===== src/sv/mspp_pkg.sv =====
// shared types, constants and the crc-8 step of the msp v2 frame parser
`timescale 1ns / 1ps
package mspp_pkg;

  localparam int unsigned MAX_PAYLOAD_DEF = 64;
  localparam int unsigned LEN_W           = 7;
  localparam int unsigned IDX_W           = 6;

  localparam logic [7:0] CRC_POLY   = 8'hD5;
  localparam logic [7:0] CH_DOLLAR  = 8'h24;
  localparam logic [7:0] CH_X       = 8'h58;
  localparam logic [7:0] CH_REQUEST = 8'h3C;

  // frame descriptor handed from the parser to the emitter
  typedef struct packed {
    logic [15:0]      command;
    logic [LEN_W-1:0] length;
  } mspp_desc_t;

  // one result item
  typedef struct packed {
    logic [15:0]      command;
    logic [LEN_W-1:0] length;
    logic             has_data;
    logic [IDX_W-1:0] index;
    logic [7:0]       data;
    logic             last;
  } mspp_item_t;

  // crc-8 dvb-s2, msb first, one byte
  function automatic logic [7:0] crc8_step(input logic [7:0] acc, input logic [7:0] b);
    logic [7:0] c;
    c = acc ^ b;
    for (int k = 0; k < 8; k++) begin
      c = c[7] ? ({c[6:0], 1'b0} ^ CRC_POLY) : {c[6:0], 1'b0};
    end
    return c;
  endfunction

endpackage


===== src/sv/mspp_ram.sv =====
// generic single-write, single-read ram with registered read data
`timescale 1ns / 1ps
module mspp_ram #(
  parameter int unsigned Width = 8,
  parameter int unsigned Depth = 128,
  localparam int unsigned AddrW = (Depth > 1) ? $clog2(Depth) : 1
) (
  input  logic             clk_i,
  input  logic             we_i,
  input  logic [AddrW-1:0] waddr_i,
  input  logic [Width-1:0] wdata_i,
  input  logic             re_i,
  input  logic [AddrW-1:0] raddr_i,
  output logic [Width-1:0] rdata_o
);

  logic [Width-1:0] mem_q [Depth];
  logic [Width-1:0] rdata_q;

  always_ff @(posedge clk_i) begin
    if (we_i) begin
      mem_q[waddr_i] <= wdata_i;
    end
    if (re_i) begin
      rdata_q <= mem_q[raddr_i];
    end
  end

  assign rdata_o = rdata_q;

endmodule


===== src/sv/mspp_front.sv =====
// header parser, crc check and payload write side of the frame parser
`timescale 1ns / 1ps
module mspp_front import mspp_pkg::*; #(
  parameter int unsigned MaxPayload = MAX_PAYLOAD_DEF,
  localparam int unsigned IdxW = (MaxPayload > 1) ? $clog2(MaxPayload) : 1
) (
  input  logic          clk_i,
  input  logic          rst_ni,
  input  logic          push_i,
  input  logic [7:0]    rx_byte_i,
  output logic          full_o,
  input  logic          dq_full_i,
  output logic          ram_we_o,
  output logic [IdxW:0] ram_waddr_o,
  output logic [7:0]    ram_wdata_o,
  output logic          desc_push_o,
  output mspp_desc_t    desc_o
);

  typedef enum logic [9:0] {
    S_IDLE    = 10'b00_0000_0001,
    S_X       = 10'b00_0000_0010,
    S_DIR     = 10'b00_0000_0100,
    S_FLAGS   = 10'b00_0000_1000,
    S_CMD_LO  = 10'b00_0001_0000,
    S_CMD_HI  = 10'b00_0010_0000,
    S_LEN_LO  = 10'b00_0100_0000,
    S_LEN_HI  = 10'b00_1000_0000,
    S_PAYLOAD = 10'b01_0000_0000,
    S_CRC     = 10'b10_0000_0000
  } state_e;

  state_e           state_q, state_d;
  logic [LEN_W-1:0] offset_q, offset_d;
  logic [7:0]       crc_q, crc_d;
  logic [15:0]      cmd_q, cmd_d;
  logic [7:0]       len_lo_q, len_lo_d;
  logic [LEN_W-1:0] len_q, len_d;
  logic             bank_q, bank_d;

  logic             accept;
  logic [7:0]       crc_next;
  logic [15:0]      len_full;
  logic [LEN_W-1:0] offset_inc;

  // payload and crc bytes need a free bank / descriptor slot
  assign full_o = dq_full_i && ((state_q == S_PAYLOAD) || (state_q == S_CRC));
  assign accept = push_i && !full_o;

  assign crc_next   = crc8_step(crc_q, rx_byte_i);
  assign len_full   = {rx_byte_i, len_lo_q};
  assign offset_inc = offset_q + LEN_W'(1);

  assign ram_waddr_o = {bank_q, offset_q[IdxW-1:0]};
  assign ram_wdata_o = rx_byte_i;
  assign desc_o      = '{command: cmd_q, length: len_q};

  always_comb begin
    state_d     = state_q;
    offset_d    = offset_q;
    crc_d       = crc_q;
    cmd_d       = cmd_q;
    len_lo_d    = len_lo_q;
    len_d       = len_q;
    bank_d      = bank_q;
    ram_we_o    = 1'b0;
    desc_push_o = 1'b0;
    if (accept) begin
      unique case (state_q)
        S_IDLE: state_d = (rx_byte_i == CH_DOLLAR) ? S_X : S_IDLE;
        S_X:    state_d = (rx_byte_i == CH_X) ? S_DIR : S_IDLE;
        S_DIR:  state_d = (rx_byte_i == CH_REQUEST) ? S_FLAGS : S_IDLE;
        S_FLAGS: begin
          crc_d   = crc8_step(8'h00, rx_byte_i);
          state_d = S_CMD_LO;
        end
        S_CMD_LO: begin
          cmd_d   = {8'h00, rx_byte_i};
          crc_d   = crc_next;
          state_d = S_CMD_HI;
        end
        S_CMD_HI: begin
          cmd_d   = {rx_byte_i, cmd_q[7:0]};
          crc_d   = crc_next;
          state_d = S_LEN_LO;
        end
        S_LEN_LO: begin
          len_lo_d = rx_byte_i;
          crc_d    = crc_next;
          state_d  = S_LEN_HI;
        end
        S_LEN_HI: begin
          len_d = len_full[LEN_W-1:0];
          if (len_full > 16'(MaxPayload)) begin
            state_d  = S_IDLE;
            offset_d = '0;
            crc_d    = '0;
          end else begin
            crc_d   = crc_next;
            state_d = (len_full == 16'd0) ? S_CRC : S_PAYLOAD;
          end
        end
        S_PAYLOAD: begin
          ram_we_o = 1'b1;
          offset_d = offset_inc;
          crc_d    = crc_next;
          if (offset_inc >= len_q) begin
            state_d = S_CRC;
          end
        end
        S_CRC: begin
          // good crc: hand the frame over and switch to the other bank
          if (rx_byte_i == crc_q) begin
            desc_push_o = 1'b1;
            bank_d      = !bank_q;
          end
          state_d  = S_IDLE;
          offset_d = '0;
          crc_d    = '0;
        end
        default: begin
          state_d  = S_IDLE;
          offset_d = '0;
          crc_d    = '0;
        end
      endcase
    end
  end

  always_ff @(posedge clk_i or negedge rst_ni) begin
    if (!rst_ni) begin
      state_q  <= S_IDLE;
      offset_q <= '0;
      crc_q    <= '0;
      cmd_q    <= '0;
      len_lo_q <= '0;
      len_q    <= '0;
      bank_q   <= 1'b0;
    end else begin
      state_q  <= state_d;
      offset_q <= offset_d;
      crc_q    <= crc_d;
      cmd_q    <= cmd_d;
      len_lo_q <= len_lo_d;
      len_q    <= len_d;
      bank_q   <= bank_d;
    end
  end

endmodule


===== src/sv/mspp_frame_queue.sv =====
// two-entry queue of accepted frame descriptors, one per payload bank
`timescale 1ns / 1ps
module mspp_frame_queue import mspp_pkg::*; (
  input  logic       clk_i,
  input  logic       rst_ni,
  input  logic       push_i,
  input  mspp_desc_t desc_i,
  input  logic       pop_i,
  output logic       full_o,
  output logic       valid_o,
  output mspp_desc_t head_o
);

  mspp_desc_t entry_q [2];
  logic       wptr_q, rptr_q;
  logic [1:0] count_q;

  assign full_o  = (count_q == 2'd2);
  assign valid_o = (count_q != 2'd0);
  assign head_o  = entry_q[rptr_q];

  always_ff @(posedge clk_i) begin
    if (push_i) begin
      entry_q[wptr_q] <= desc_i;
    end
  end

  always_ff @(posedge clk_i or negedge rst_ni) begin
    if (!rst_ni) begin
      wptr_q  <= 1'b0;
      rptr_q  <= 1'b0;
      count_q <= 2'd0;
    end else begin
      if (push_i) begin
        wptr_q <= !wptr_q;
      end
      if (pop_i) begin
        rptr_q <= !rptr_q;
      end
      count_q <= count_q + 2'(push_i) - 2'(pop_i);
    end
  end

endmodule


===== src/sv/mspp_back.sv =====
// emitter: reads stored payload and delivers result items through a small queue
`timescale 1ns / 1ps
module mspp_back import mspp_pkg::*; #(
  parameter int unsigned MaxPayload = MAX_PAYLOAD_DEF,
  localparam int unsigned IdxW = (MaxPayload > 1) ? $clog2(MaxPayload) : 1
) (
  input  logic          clk_i,
  input  logic          rst_ni,
  input  logic          head_valid_i,
  input  mspp_desc_t    head_i,
  output logic          desc_pop_o,
  output logic          ram_re_o,
  output logic [IdxW:0] ram_raddr_o,
  input  logic [7:0]    ram_rdata_i,
  input  logic          pop_i,
  output logic          empty_o,
  output mspp_item_t    item_o
);

  logic [LEN_W-1:0] idx_q;
  logic             bank_q;
  logic             infl_q;
  mspp_item_t       meta_q;
  mspp_item_t       oq_q [2];
  logic             oq_wptr_q, oq_rptr_q;
  logic [1:0]       oq_count_q;

  logic             pop_fire;
  logic [1:0]       occ;
  logic             issue;
  logic             issue_last;
  logic [LEN_W-1:0] idx_inc;
  mspp_item_t       meta_d;
  mspp_item_t       landed;

  assign empty_o  = (oq_count_q == 2'd0);
  assign item_o   = oq_q[oq_rptr_q];
  assign pop_fire = pop_i && !empty_o;

  // queued items plus the read in flight must fit in two slots
  assign occ   = oq_count_q + 2'(infl_q);
  assign issue = head_valid_i && ((occ < 2'd2) || pop_fire);

  assign idx_inc    = idx_q + LEN_W'(1);
  assign issue_last = (head_i.length == '0) || (idx_inc == head_i.length);

  assign ram_re_o    = issue;
  assign ram_raddr_o = {bank_q, idx_q[IdxW-1:0]};
  assign desc_pop_o  = issue && issue_last;

  always_comb begin
    meta_d          = '0;
    meta_d.command  = head_i.command;
    meta_d.length   = head_i.length;
    meta_d.has_data = (head_i.length != '0);
    meta_d.index    = idx_q[IDX_W-1:0];
    meta_d.last     = issue_last;
  end

  always_comb begin
    landed      = meta_q;
    landed.data = meta_q.has_data ? ram_rdata_i : 8'h00;
  end

  always_ff @(posedge clk_i) begin
    if (issue) begin
      meta_q <= meta_d;
    end
    if (infl_q) begin
      oq_q[oq_wptr_q] <= landed;
    end
  end

  always_ff @(posedge clk_i or negedge rst_ni) begin
    if (!rst_ni) begin
      idx_q      <= '0;
      bank_q     <= 1'b0;
      infl_q     <= 1'b0;
      oq_wptr_q  <= 1'b0;
      oq_rptr_q  <= 1'b0;
      oq_count_q <= 2'd0;
    end else begin
      infl_q <= issue;
      if (issue) begin
        idx_q <= issue_last ? '0 : idx_inc;
        if (issue_last) begin
          bank_q <= !bank_q;
        end
      end
      if (infl_q) begin
        oq_wptr_q <= !oq_wptr_q;
      end
      if (pop_fire) begin
        oq_rptr_q <= !oq_rptr_q;
      end
      oq_count_q <= oq_count_q + 2'(infl_q) - 2'(pop_fire);
    end
  end

endmodule


===== src/sv/msp_v2_frame_parser.sv =====
// top level of the msp v2 request frame parser
// usage:
//   input side is a queue write port: a byte transfers when push is high and
//   full is low; one received serial byte per transfer
//   result side is a queue read port: while empty is low the oldest result is
//   on command_o .. last_o, and it transfers when pop is high
//   a frame with good crc yields one result per payload byte, byte_index
//   counting up and last_o on the final one; a zero-length frame yields a
//   single result with has_data_o low and last_o high
//   header errors, oversize lengths and crc mismatches drop the frame quietly
// timing:
//   the parser takes each byte as it transfers; the results of a frame come
//   after its crc byte and a ram read, then one result per cycle as long
//   as pop stays high (one payload ram read per cycle sets that rate)
//   two payload banks let a second frame arrive while one is emitted; full
//   rises only on payload or crc bytes while both banks still hold frames
// reset: all queues empty, parser idle, no clearing pass needed
// a stalled receiver simply holds results; nothing is lost or repeated
`timescale 1ns / 1ps
module msp_v2_frame_parser import mspp_pkg::*; #(
  parameter int unsigned MaxPayload = MAX_PAYLOAD_DEF
) (
  input  logic             clk_i,
  input  logic             rst_ni,
  input  logic             push,
  output logic             full,
  input  logic [7:0]       rx_byte_i,
  output logic             empty,
  input  logic             pop,
  output logic [15:0]      command_o,
  output logic [LEN_W-1:0] frame_len_o,
  output logic             has_data_o,
  output logic [IDX_W-1:0] byte_index_o,
  output logic [7:0]       data_byte_o,
  output logic             last_o
);

  localparam int unsigned IdxW     = (MaxPayload > 1) ? $clog2(MaxPayload) : 1;
  // two banks of payload storage, selected by the top address bit
  localparam int unsigned RamDepth = 2 ** (IdxW + 1);

  logic          ram_we;
  logic [IdxW:0] ram_waddr;
  logic [7:0]    ram_wdata;
  logic          ram_re;
  logic [IdxW:0] ram_raddr;
  logic [7:0]    ram_rdata;

  logic          desc_push;
  mspp_desc_t    desc_in;
  logic          dq_full;
  logic          dq_valid;
  mspp_desc_t    dq_head;
  logic          desc_pop;
  mspp_item_t    item;

  // front: header state machine, crc, payload writes
  mspp_front #(.MaxPayload(MaxPayload)) u_front (
    .clk_i       (clk_i),
    .rst_ni      (rst_ni),
    .push_i      (push),
    .rx_byte_i   (rx_byte_i),
    .full_o      (full),
    .dq_full_i   (dq_full),
    .ram_we_o    (ram_we),
    .ram_waddr_o (ram_waddr),
    .ram_wdata_o (ram_wdata),
    .desc_push_o (desc_push),
    .desc_o      (desc_in)
  );

  // decoupling between parser and emitter, one slot per bank
  mspp_frame_queue u_queue (
    .clk_i   (clk_i),
    .rst_ni  (rst_ni),
    .push_i  (desc_push),
    .desc_i  (desc_in),
    .pop_i   (desc_pop),
    .full_o  (dq_full),
    .valid_o (dq_valid),
    .head_o  (dq_head)
  );

  mspp_ram #(.Width(8), .Depth(RamDepth)) u_payload_ram (
    .clk_i   (clk_i),
    .we_i    (ram_we),
    .waddr_i (ram_waddr),
    .wdata_i (ram_wdata),
    .re_i    (ram_re),
    .raddr_i (ram_raddr),
    .rdata_o (ram_rdata)
  );

  // back: walks the head frame and fills the result queue
  mspp_back #(.MaxPayload(MaxPayload)) u_back (
    .clk_i        (clk_i),
    .rst_ni       (rst_ni),
    .head_valid_i (dq_valid),
    .head_i       (dq_head),
    .desc_pop_o   (desc_pop),
    .ram_re_o     (ram_re),
    .ram_raddr_o  (ram_raddr),
    .ram_rdata_i  (ram_rdata),
    .pop_i        (pop),
    .empty_o      (empty),
    .item_o       (item)
  );

  assign command_o    = item.command;
  assign frame_len_o  = item.length;
  assign has_data_o   = item.has_data;
  assign byte_index_o = item.index;
  assign data_byte_o  = item.data;
  assign last_o       = item.last;

endmodule


===== config.mk =====
export PLATFORM = sky130hd
export DESIGN_NAME = msp_v2_frame_parser
export DESIGN_NICKNAME = d
export VERILOG_FILES = /design/src/sv/mspp_pkg.sv /design/src/sv/mspp_ram.sv /design/src/sv/mspp_front.sv /design/src/sv/mspp_frame_queue.sv /design/src/sv/mspp_back.sv /design/src/sv/msp_v2_frame_parser.sv
export SDC_FILE = /design/constraint.sdc
export NUM_CORES = 1
export LEC_CHECK = 0
export BUFFER_PORTS_ARGS = -buffer_cell sky130_fd_sc_hd__clkbuf_2
export CAP_MARGIN = 5
export CORE_UTILIZATION = 50
export DETAILED_ROUTE_END_ITERATION = 10
export GPL_TIMING_DRIVEN = 0
export PLACE_DENSITY_LB_ADDON = 0.3
export SYNTH_ARGS = -nofsm -noshare
export SYNTH_HDL_FRONTEND = slang
export SYNTH_HIERARCHICAL = 1
export SYNTH_SLANG_ARGS = --single-unit

===== constraint.sdc =====
create_clock -name clk_i -period 3.9 [get_ports clk_i]
set_input_delay 0.78 -clock clk_i [delete_from_list [all_inputs] [get_ports clk_i]]
set_output_delay 0.78 -clock clk_i [all_outputs]
set_load 0.02 [all_outputs]

==> impl_metrics.tcl, run 1 <==
set metrics [dict create \
    track_usage_pct 22.3 \
    worstPathMaxFanout 10 \
    yosysSeqAreaShare_pct 74.9 \
    ys_async_sr_fraction_pct 5.87 \
    fp.dieH_um 319 \
    synth_top_family_by_area "multiplexers" \
    synth_area_leaders "edfxtp_1 (71%), mux4_2 (15%), dfrtp_1 (3.6%)" \
    io_pins 53 \
    switching_share_pct 28.4 \
    cp_slowest_stage_delay_ns 0.61 \
    cts_buffers 118 \
    p_comb_share_pct 27.4 \
    cts_buffer_depth 3 \
    synth_nets 2361 \
    dp_hpwl_um 72000 \
    powerDensity_nw_per_um2 664 \
    h-tree-depth 3 \
    min_period_ns 3.83 \
    start_util_pct 50.7 \
    fmax_ghz 0.261 \
    clock_sinks 1261 \
    synth_top_area_share_pct 71.2 \
    finalCritPeriodShare_pct 98.3 \
    grt-ovfl-total 0 \
    min_from "rx_byte_i[4]" \
    synthAdderAreaFrac_pct 0.400 \
    synth_enable_flop_cells 1187 \
    drt_pass1_iterations 5 \
    setup_viol 0 \
    fin_area_um2 56900 \
    cap_violations 0 \
    crit_slowest_cell "mux4_2" \
    drive_gt1_share_pct 34.1 \
    clkTransAtPathRegs_ns 0.06 \
    fill_cells 6983 \
    vias 23900 \
    grt_max_degree 129 \
    status "finished, final reports clean" \
    required_ns 4.33 \
    ys.flop_type "edfxtp_1" \
    r2r_start "u_back/idx_q[2]$_DFFE_PN0P_" \
    min_path_type "input pin to flip-flop" \
    synth_warnings 6 \
    muxShareOfSynthArea_pct 17.7 \
    leakagePower_nw 18.2 \
    skew_ns 0.0260 \
    hold_viol 0 \
    cp_top_family "multiplexers" \
    die_w_um 319 \
    drt-wirelength-per-cell_um 28.7 \
    worst_setup_path_start_kind "flip-flop" \
    pwr-share-clk_pct 30.0 \
    ir_worst_vdd_uv 488 \
    dieArea_um2 101000 \
    synthSimpleGateAreaFrac_pct 2.98 \
    port_buffers 46 \
    drv_slew 0 \
    core_um2 98900 \
    rows 115 \
    dpl_cell_area_um2 52100 \
    areaGrowthSynthToFinish_pct 13.7 \
    fin_tns_setup_ns 0 \
    regToRegSetupSlack_ns 0.07 \
    cp-end-kind "flip-flop" \
    worst_pin_slew_ns 1.35 \
    seq_power_share_pct 42.6 \
    clock-root-buffer "clkbuf_16" \
    grt_pass1_wl_um 165000 \
    remaining_drc_errors 0 \
    finalNetCount 2562 \
    power_switching_mw 10.7 \
    worstSkewPairLatency_ns 0.70 \
    crit_buf_inv 3 \
    ant_nets 0 \
    p_int_mw 27.1 \
    yosys.area_share.xor_xnor_pct 1.39 \
    timing_worst_setup_path_type "flip-flop to flip-flop" \
    relSlewSlack_pct 9.94 \
    antenna_found_initial 4 \
    path_common_cell "mux4_2" \
    antenna-diode-count 0 \
    reg2regPathDepth 7 \
    synth_compound_area_share_pct 1.04 \
    critical_path_arrival_ns 4.26 \
    grt_pass1_vias 24500 \
    ys_types 69 \
    cts_tree "done" \
    drt-total-wl_um 112000 \
    ys_seq_elements 1261 \
    viasPerCell 6.09 \
    syn_area_um2 50100 \
    synth.avg_cell_area_um2 21.5 \
    min_path_cells 1 \
    netlist_instances 2333 \
    dr.first_iter.drc_count 2511 \
    gp_congestion 0.875 \
    crit_chain "buf_4, buf_2, clkdlybuf4s18_2, mux4_2, mux4_2, mux4_2, mux2_2" \
    synth_area_leader_cell "edfxtp_1" \
    rr_endpoint "u_payload_ram/rdata_o[2]$_DFFE_PP_" \
    hold_end "u_payload_ram/mem_q[29][4]$_DFFE_PP_" \
]
-- synth_stat cells, drive strengths merged, types with 5 or more instances --
master,instances
nand3,32
a21o,6
nand2,30
nor3,16
nor2,148
or3,5
o21ai,14
xnor2,40
buf,83
nand4,9
a22oi,7
and2,12
ha,16
edfxtp,1187
xor2,29
nor4,7
a21oi,13
inv,21
mux4,336
nor2b,19
dfrtp,73
a22o,9
mux2,105
clkbuf,56
nand2b,11
-- flip-flops by register name (all words and copies together), names as in the netlist, 2 cells and up --
| signal | flops |
|---|---|
| u_back/idx_q | 7 |
| u_back/landed | 31 |
| u_back/oq_count_q | 2 |
| u_back/oq_q | 78 |
| u_front/cmd_q | 16 |
| u_front/crc_q | 8 |
| u_front/len_lo_q | 8 |
| u_front/len_q | 7 |
| u_front/offset_q | 7 |
| u_front/state_q | 10 |
| u_payload_ram/mem_q | 1024 |
| u_payload_ram/rdata_o | 8 |
| u_queue/count_q | 2 |
| u_queue/entry_q | 46 |
-- layer usage --
| metal | vias to the layer above | share of wire, % | track usage [%] |
|---|---|---|---|
| li1 | 10000 | - | - |
| met5 | - | 0.0089 | 0.426 |
| met3 | 209 | 9.3 | 5.27 |
| met2 | 1041 | 49 | 36.0 |
| met1 | 12600 | 39 | 30.1 |
| met4 | 2 | 3.2 | 7.61 |
-- cell usage in the layout (no fill, tap or decap), types with 6 or more instances in the layout --
master	Yosys	routed
nor3_1	15	10
xnor2_1	40	40
and2_1	12	10
nand2_1	30	27
clkbuf_1	56	63
nand2b_1	11	11
dfrtp_1	73	72
nand3_1	32	29
o21ai_0	10	10
clkinv_1	0	19
buf_2	21	21
ha_1	16	16
inv_1	21	21
clkinv_2	0	14
a22oi_1	7	7
buf_16	0	10
clkbuf_2	0	66
clkbuf_4	0	9
buf_1	21	8
buf_4	34	48
nor2_2	2	34
nor2_4	0	48
mux2_4	23	23
a21o_1	6	6
nand4_1	9	9
clkinvlp_4	0	8
clkbuf_16	0	121
nor3_2	1	6
nor2b_1	19	16
mux2_2	82	82
a22o_1	9	9
buf_6	5	15
bufinv_16	0	12
xor2_1	29	29
mux4_2	336	336
nor2_1	146	66
edfxtp_1	1187	1187
a21oi_1	13	13
-- power by group through the flow --
stage / registers [mW] / clock network, mW / logic [mW]
2_1_floorplan: 16.3 / 0 / 7.07
3_5_place_dp: 16.4 / 0 / 10.2
4_1_cts: 16.1 / 11.5 / 10.3
3_3_place_gp: 16.4 / 0 / 10.0
5_1_grt: 16.2 / 12.0 / 10.8
6_report: 16.1 / 11.4 / 10.3
-- final cells by class --
type	instances	area, µm²	share of cell area [%]
well taps	1287	1610	2.83
clock buffers	158	3210	5.63
inverters	21	78.8	0.138
multi-input cells	912	12300	21.5
flip-flops and latches	1261	37500	65.8
clock inverters	59	626	1.10
repair buffers	83	768	1.35
plain buffers	137	887	1.56
-- cells by family (layout without fill, tap and decap cells) --
logic type / count (synthesis) / count (layout)
AOI/OAI and AO/OA: 73 / 73
xor gates and xnor gates: 73 / 73
buffers and inverters: 160 / 458
and+or+nand+nor: 307 / 307
adders and majority gates: 16 / 16
muxes: 443 / 443
DFF: 1261 / 1261
-- how the worst max path moves through the flow --
stage / slack, ns / cells after the start / start / end
after floorplan: 0.16 / 8 / rx_byte_i[6] / u_queue/entry_q[0][0]$_DFFE_PP_
after global placement: -1.62 / 9 / rx_byte_i[6] / u_queue/entry_q[0][15]$_DFFE_PP_
after detailed placement: -0.81 / 10 / u_front/state_q[1]$_DFFE_PN0P_ / u_payload_ram/mem_q[70][1]$_DFFE_PP_
after CTS: -0.04 / 9 / u_front/state_q[1]$_DFFE_PN0P_ / u_payload_ram/mem_q[6][2]$_DFFE_PP_
after global routing: -0.002 / 11 / u_front/state_q[1]$_DFFE_PN0P_ / u_payload_ram/mem_q[24][1]$_DFFE_PP_
final: 0.07 / 7 / u_back/idx_q[2]$_DFFE_PN0P_ / u_payload_ram/rdata_o[2]$_DFFE_PP_
-- timing repair --
action,4_1_cts,5_1_grt
buffers inserted,14,3
hold buffers,1,0
pin swaps,8,3
setup endpoints to repair,816,711
resized for setup,157,55
endpoints found under the hold margin,15,0
-- stage by stage --
| step | setup WS (ns) | util [%] | power (mW) | hold slack [ns] | instances |
|---|---|---|---|---|---|
| after floorplan | 0.156 | - | 23.4 | 0.421 | 2333 |
| after global placement | -1.62 | 52.5 | 26.4 | 0.427 | 3666 |
| after detailed placement | -0.805 | 52.7 | 26.6 | 0.436 | 3677 |
| after CTS | -0.0390 | 57.2 | 38.0 | 0.348 | 3907 |
| after global routing | -0.00218 | 57.6 | 39.1 | 0.373 | 3918 |
| final | 0.0662 | 57.6 | 37.8 | 0.399 | 3918 |
No activity file was read; power rests on OpenSTA's default activity.
==> inputs of run 2 (changes only) <==
- CORE_UTILIZATION: 50 -> 45
- clock period: 3.9 -> 3.3 ns (I/O delays scaled with it)
==> run 2 against run 1 <==
Effect of this change:
- maximum frequency is 17% higher
- via count is 1.2% higher
- clock-buffer cell count is 12 lower
- non-clock buffer count is 34 higher
==> impl_metrics.tcl, run 2 (synthesis results as in run 1) <==
set metrics [dict create \
    worstSkewPairLatency_ns 0.73 \
    dp_hpwl_um 73600 \
    die_w_um 336 \
    dpl_cell_area_um2 52300 \
    drt-total-wl_um 115000 \
    fmax_ghz 0.305 \
    regToRegSetupSlack_ns 0.02 \
    worst_pin_slew_ns 0.953 \
    seq_power_share_pct 42.3 \
    cts_buffers 121 \
    antenna_found_initial 6 \
    cts_buffer_depth 3 \
    clock-root-buffer "clkbuf_16" \
    areaGrowthSynthToFinish_pct 15.9 \
    cp-end-kind "flip-flop" \
    powerDensity_nw_per_um2 775 \
    clock_sinks 1261 \
    fin_area_um2 58100 \
    largest_reg_flops 1024 \
    ant_nets 0 \
    rows 122 \
    grt_pass1_vias 24700 \
    cp_slowest_stage_delay_ns 0.58 \
    gp_congestion 0.824 \
    pwr-share-clk_pct 29.8 \
    fin_tns_setup_ns 0 \
    dr.first_iter.drc_count 2541 \
    viasPerCell 5.80 \
    drt_pass1_iterations 6 \
    final_common_cell "edfxtp_1" \
    setup_ws_ns 0.0225 \
    cts_tree "done" \
    ir_worst_vdd_uv 469 \
    leakagePower_nw 18.6 \
    core_um2 111000 \
    fp.dieH_um 336 \
    remaining_drc_errors 0 \
    grt-ovfl-total 0 \
    path_common_cell "mux4_2" \
    status "finished, final reports clean" \
    top_regs "u_payload_ram/mem_q (1024), u_back/oq_q (78), u_queue/entry_q (46)" \
    drv_slew 0 \
    cap_violations 0 \
    rsz0062_at_grt "true" \
    h-tree-depth 3 \
    top_register "u_payload_ram/mem_q" \
    hold_viol 0 \
    critical_path_arrival_ns 3.73 \
    min_period_ns 3.28 \
    dpl_worst_slack_ns -1.68 \
    grt_max_degree 129 \
    final_cell_mix "edfxtp_1 (1187), mux4_2 (336), clkbuf_16 (125)" \
    dieArea_um2 113000 \
    skew_ns 0.0524 \
    required_ns 3.76 \
    min_path_type "input pin to flip-flop" \
    switching_share_pct 28.7 \
    finalCritPeriodShare_pct 99.3 \
    worstPathMaxFanout 10 \
    vias 24200 \
    timing_worst_setup_path_type "flip-flop to flip-flop" \
    port_buffers 46 \
    drive_gt1_share_pct 36.4 \
    drt-wirelength-per-cell_um 27.6 \
    track_usage_pct 20.7 \
    clkTransAtPathRegs_ns 0.06 \
    power_switching_mw 12.9 \
    p_int_mw 32.1 \
    setup_viol 0 \
    finalNetCount 2599 \
    relSlewSlack_pct 36.3 \
    crit_chain "buf_4, clkbuf_8, buf_4, mux4_2, mux4_2, mux4_2, mux2_2" \
    crit_slowest_cell "mux4_2" \
    io_pins 53 \
    start_util_pct 45.3 \
    worst_setup_path_start_kind "flip-flop" \
    grt_pass1_wl_um 169000 \
    p_comb_share_pct 27.9 \
    p_total_mw 45.0 \
]
[run 2: worst paths after layout]
| path | startpoint | endpoint | cells after the start |
|---|---|---|---|
| max in group asynchronous | rst_ni | u_front/offset_q[1]$_DFFE_PN0P_ | 3 |
| hold reg to reg | u_back/landed[19]$_DFFE_PP_ | u_back/oq_q[1][19]$_DFFE_PP_ | 0 |
| setup / recovery | u_back/idx_q[2]$_DFFE_PN0P_ | u_payload_ram/rdata_o[7]$_DFFE_PP_ | 7 |
| min in group asynchronous | rst_ni | u_front/cmd_q[9]$_DFFE_PN0P_ | 2 |
| hold / removal | rx_byte_i[4] | u_payload_ram/mem_q[67][4]$_DFFE_PP_ | 1 |
| setup reg to reg | u_back/idx_q[2]$_DFFE_PN0P_ | u_payload_ram/rdata_o[7]$_DFFE_PP_ | 7 |
[run 2: repair_timing]
action,4_1_cts,5_1_grt
pin swaps,34,6
setup endpoints to repair,1078,914
gates cloned,1,2
setup buffers,50,6
hold buffers,1,0
gates resized for setup,319,61
hold endpoints to repair,14,0
[run 2: critical path, delay by kind of cell (launching register included)]
family                 cells  cell delay (ns)
DFF                        1             0.46
buffers and inverters      3             0.74
muxes                      4             1.80
[run 2: cell type report]
cell class,instances,area [µm²]
inverters,21,78.8
plain buffers,134,1250
clock inverters,82,708
diodes,2,5.00
multi-input cells,912,12500
fillers,8481,52400
well taps,1488,1860
flip-flops and latches,1261,37500
clock buffers,146,3150
repair buffers,120,1030
[run 2: layer usage]
metal,global-route usage (%),wire length [µm],share of wire [%],up-vias
li1,-,-,-,10100
met1,28.1,45600,40,12900
met2,34.3,57500,50,961
met3,3.92,9150,8.0,195
met4,5.64,2650,2.3,6
met5,0,41,0.036,-
[run 2: stage by stage]
| stage | cells | utilization [%] | hold slack [ns] |
|---|---|---|---|
| 2_1_floorplan | 2333 | - | 0.364 |
| 3_3_place_gp | 3867 | 47.2 | 0.426 |
| 3_5_place_dp | 3874 | 47.3 | 0.431 |
| 4_1_cts | 4151 | 52.1 | 0.208 |
| 5_1_grt | 4164 | 52.5 | 0.221 |
| 6_report | 4166 | 52.6 | 0.241 |
[run 2: power groups by stage]
stage	clock network [mW]	registers, mW	logic (mW)
2_1_floorplan	0	19.2	8.23
6_report	13.4	19.0	12.6
5_1_grt	14.3	19.1	13.2
3_3_place_gp	0	19.3	11.7
3_5_place_dp	0	19.4	12.0
4_1_cts	13.7	19.0	12.5
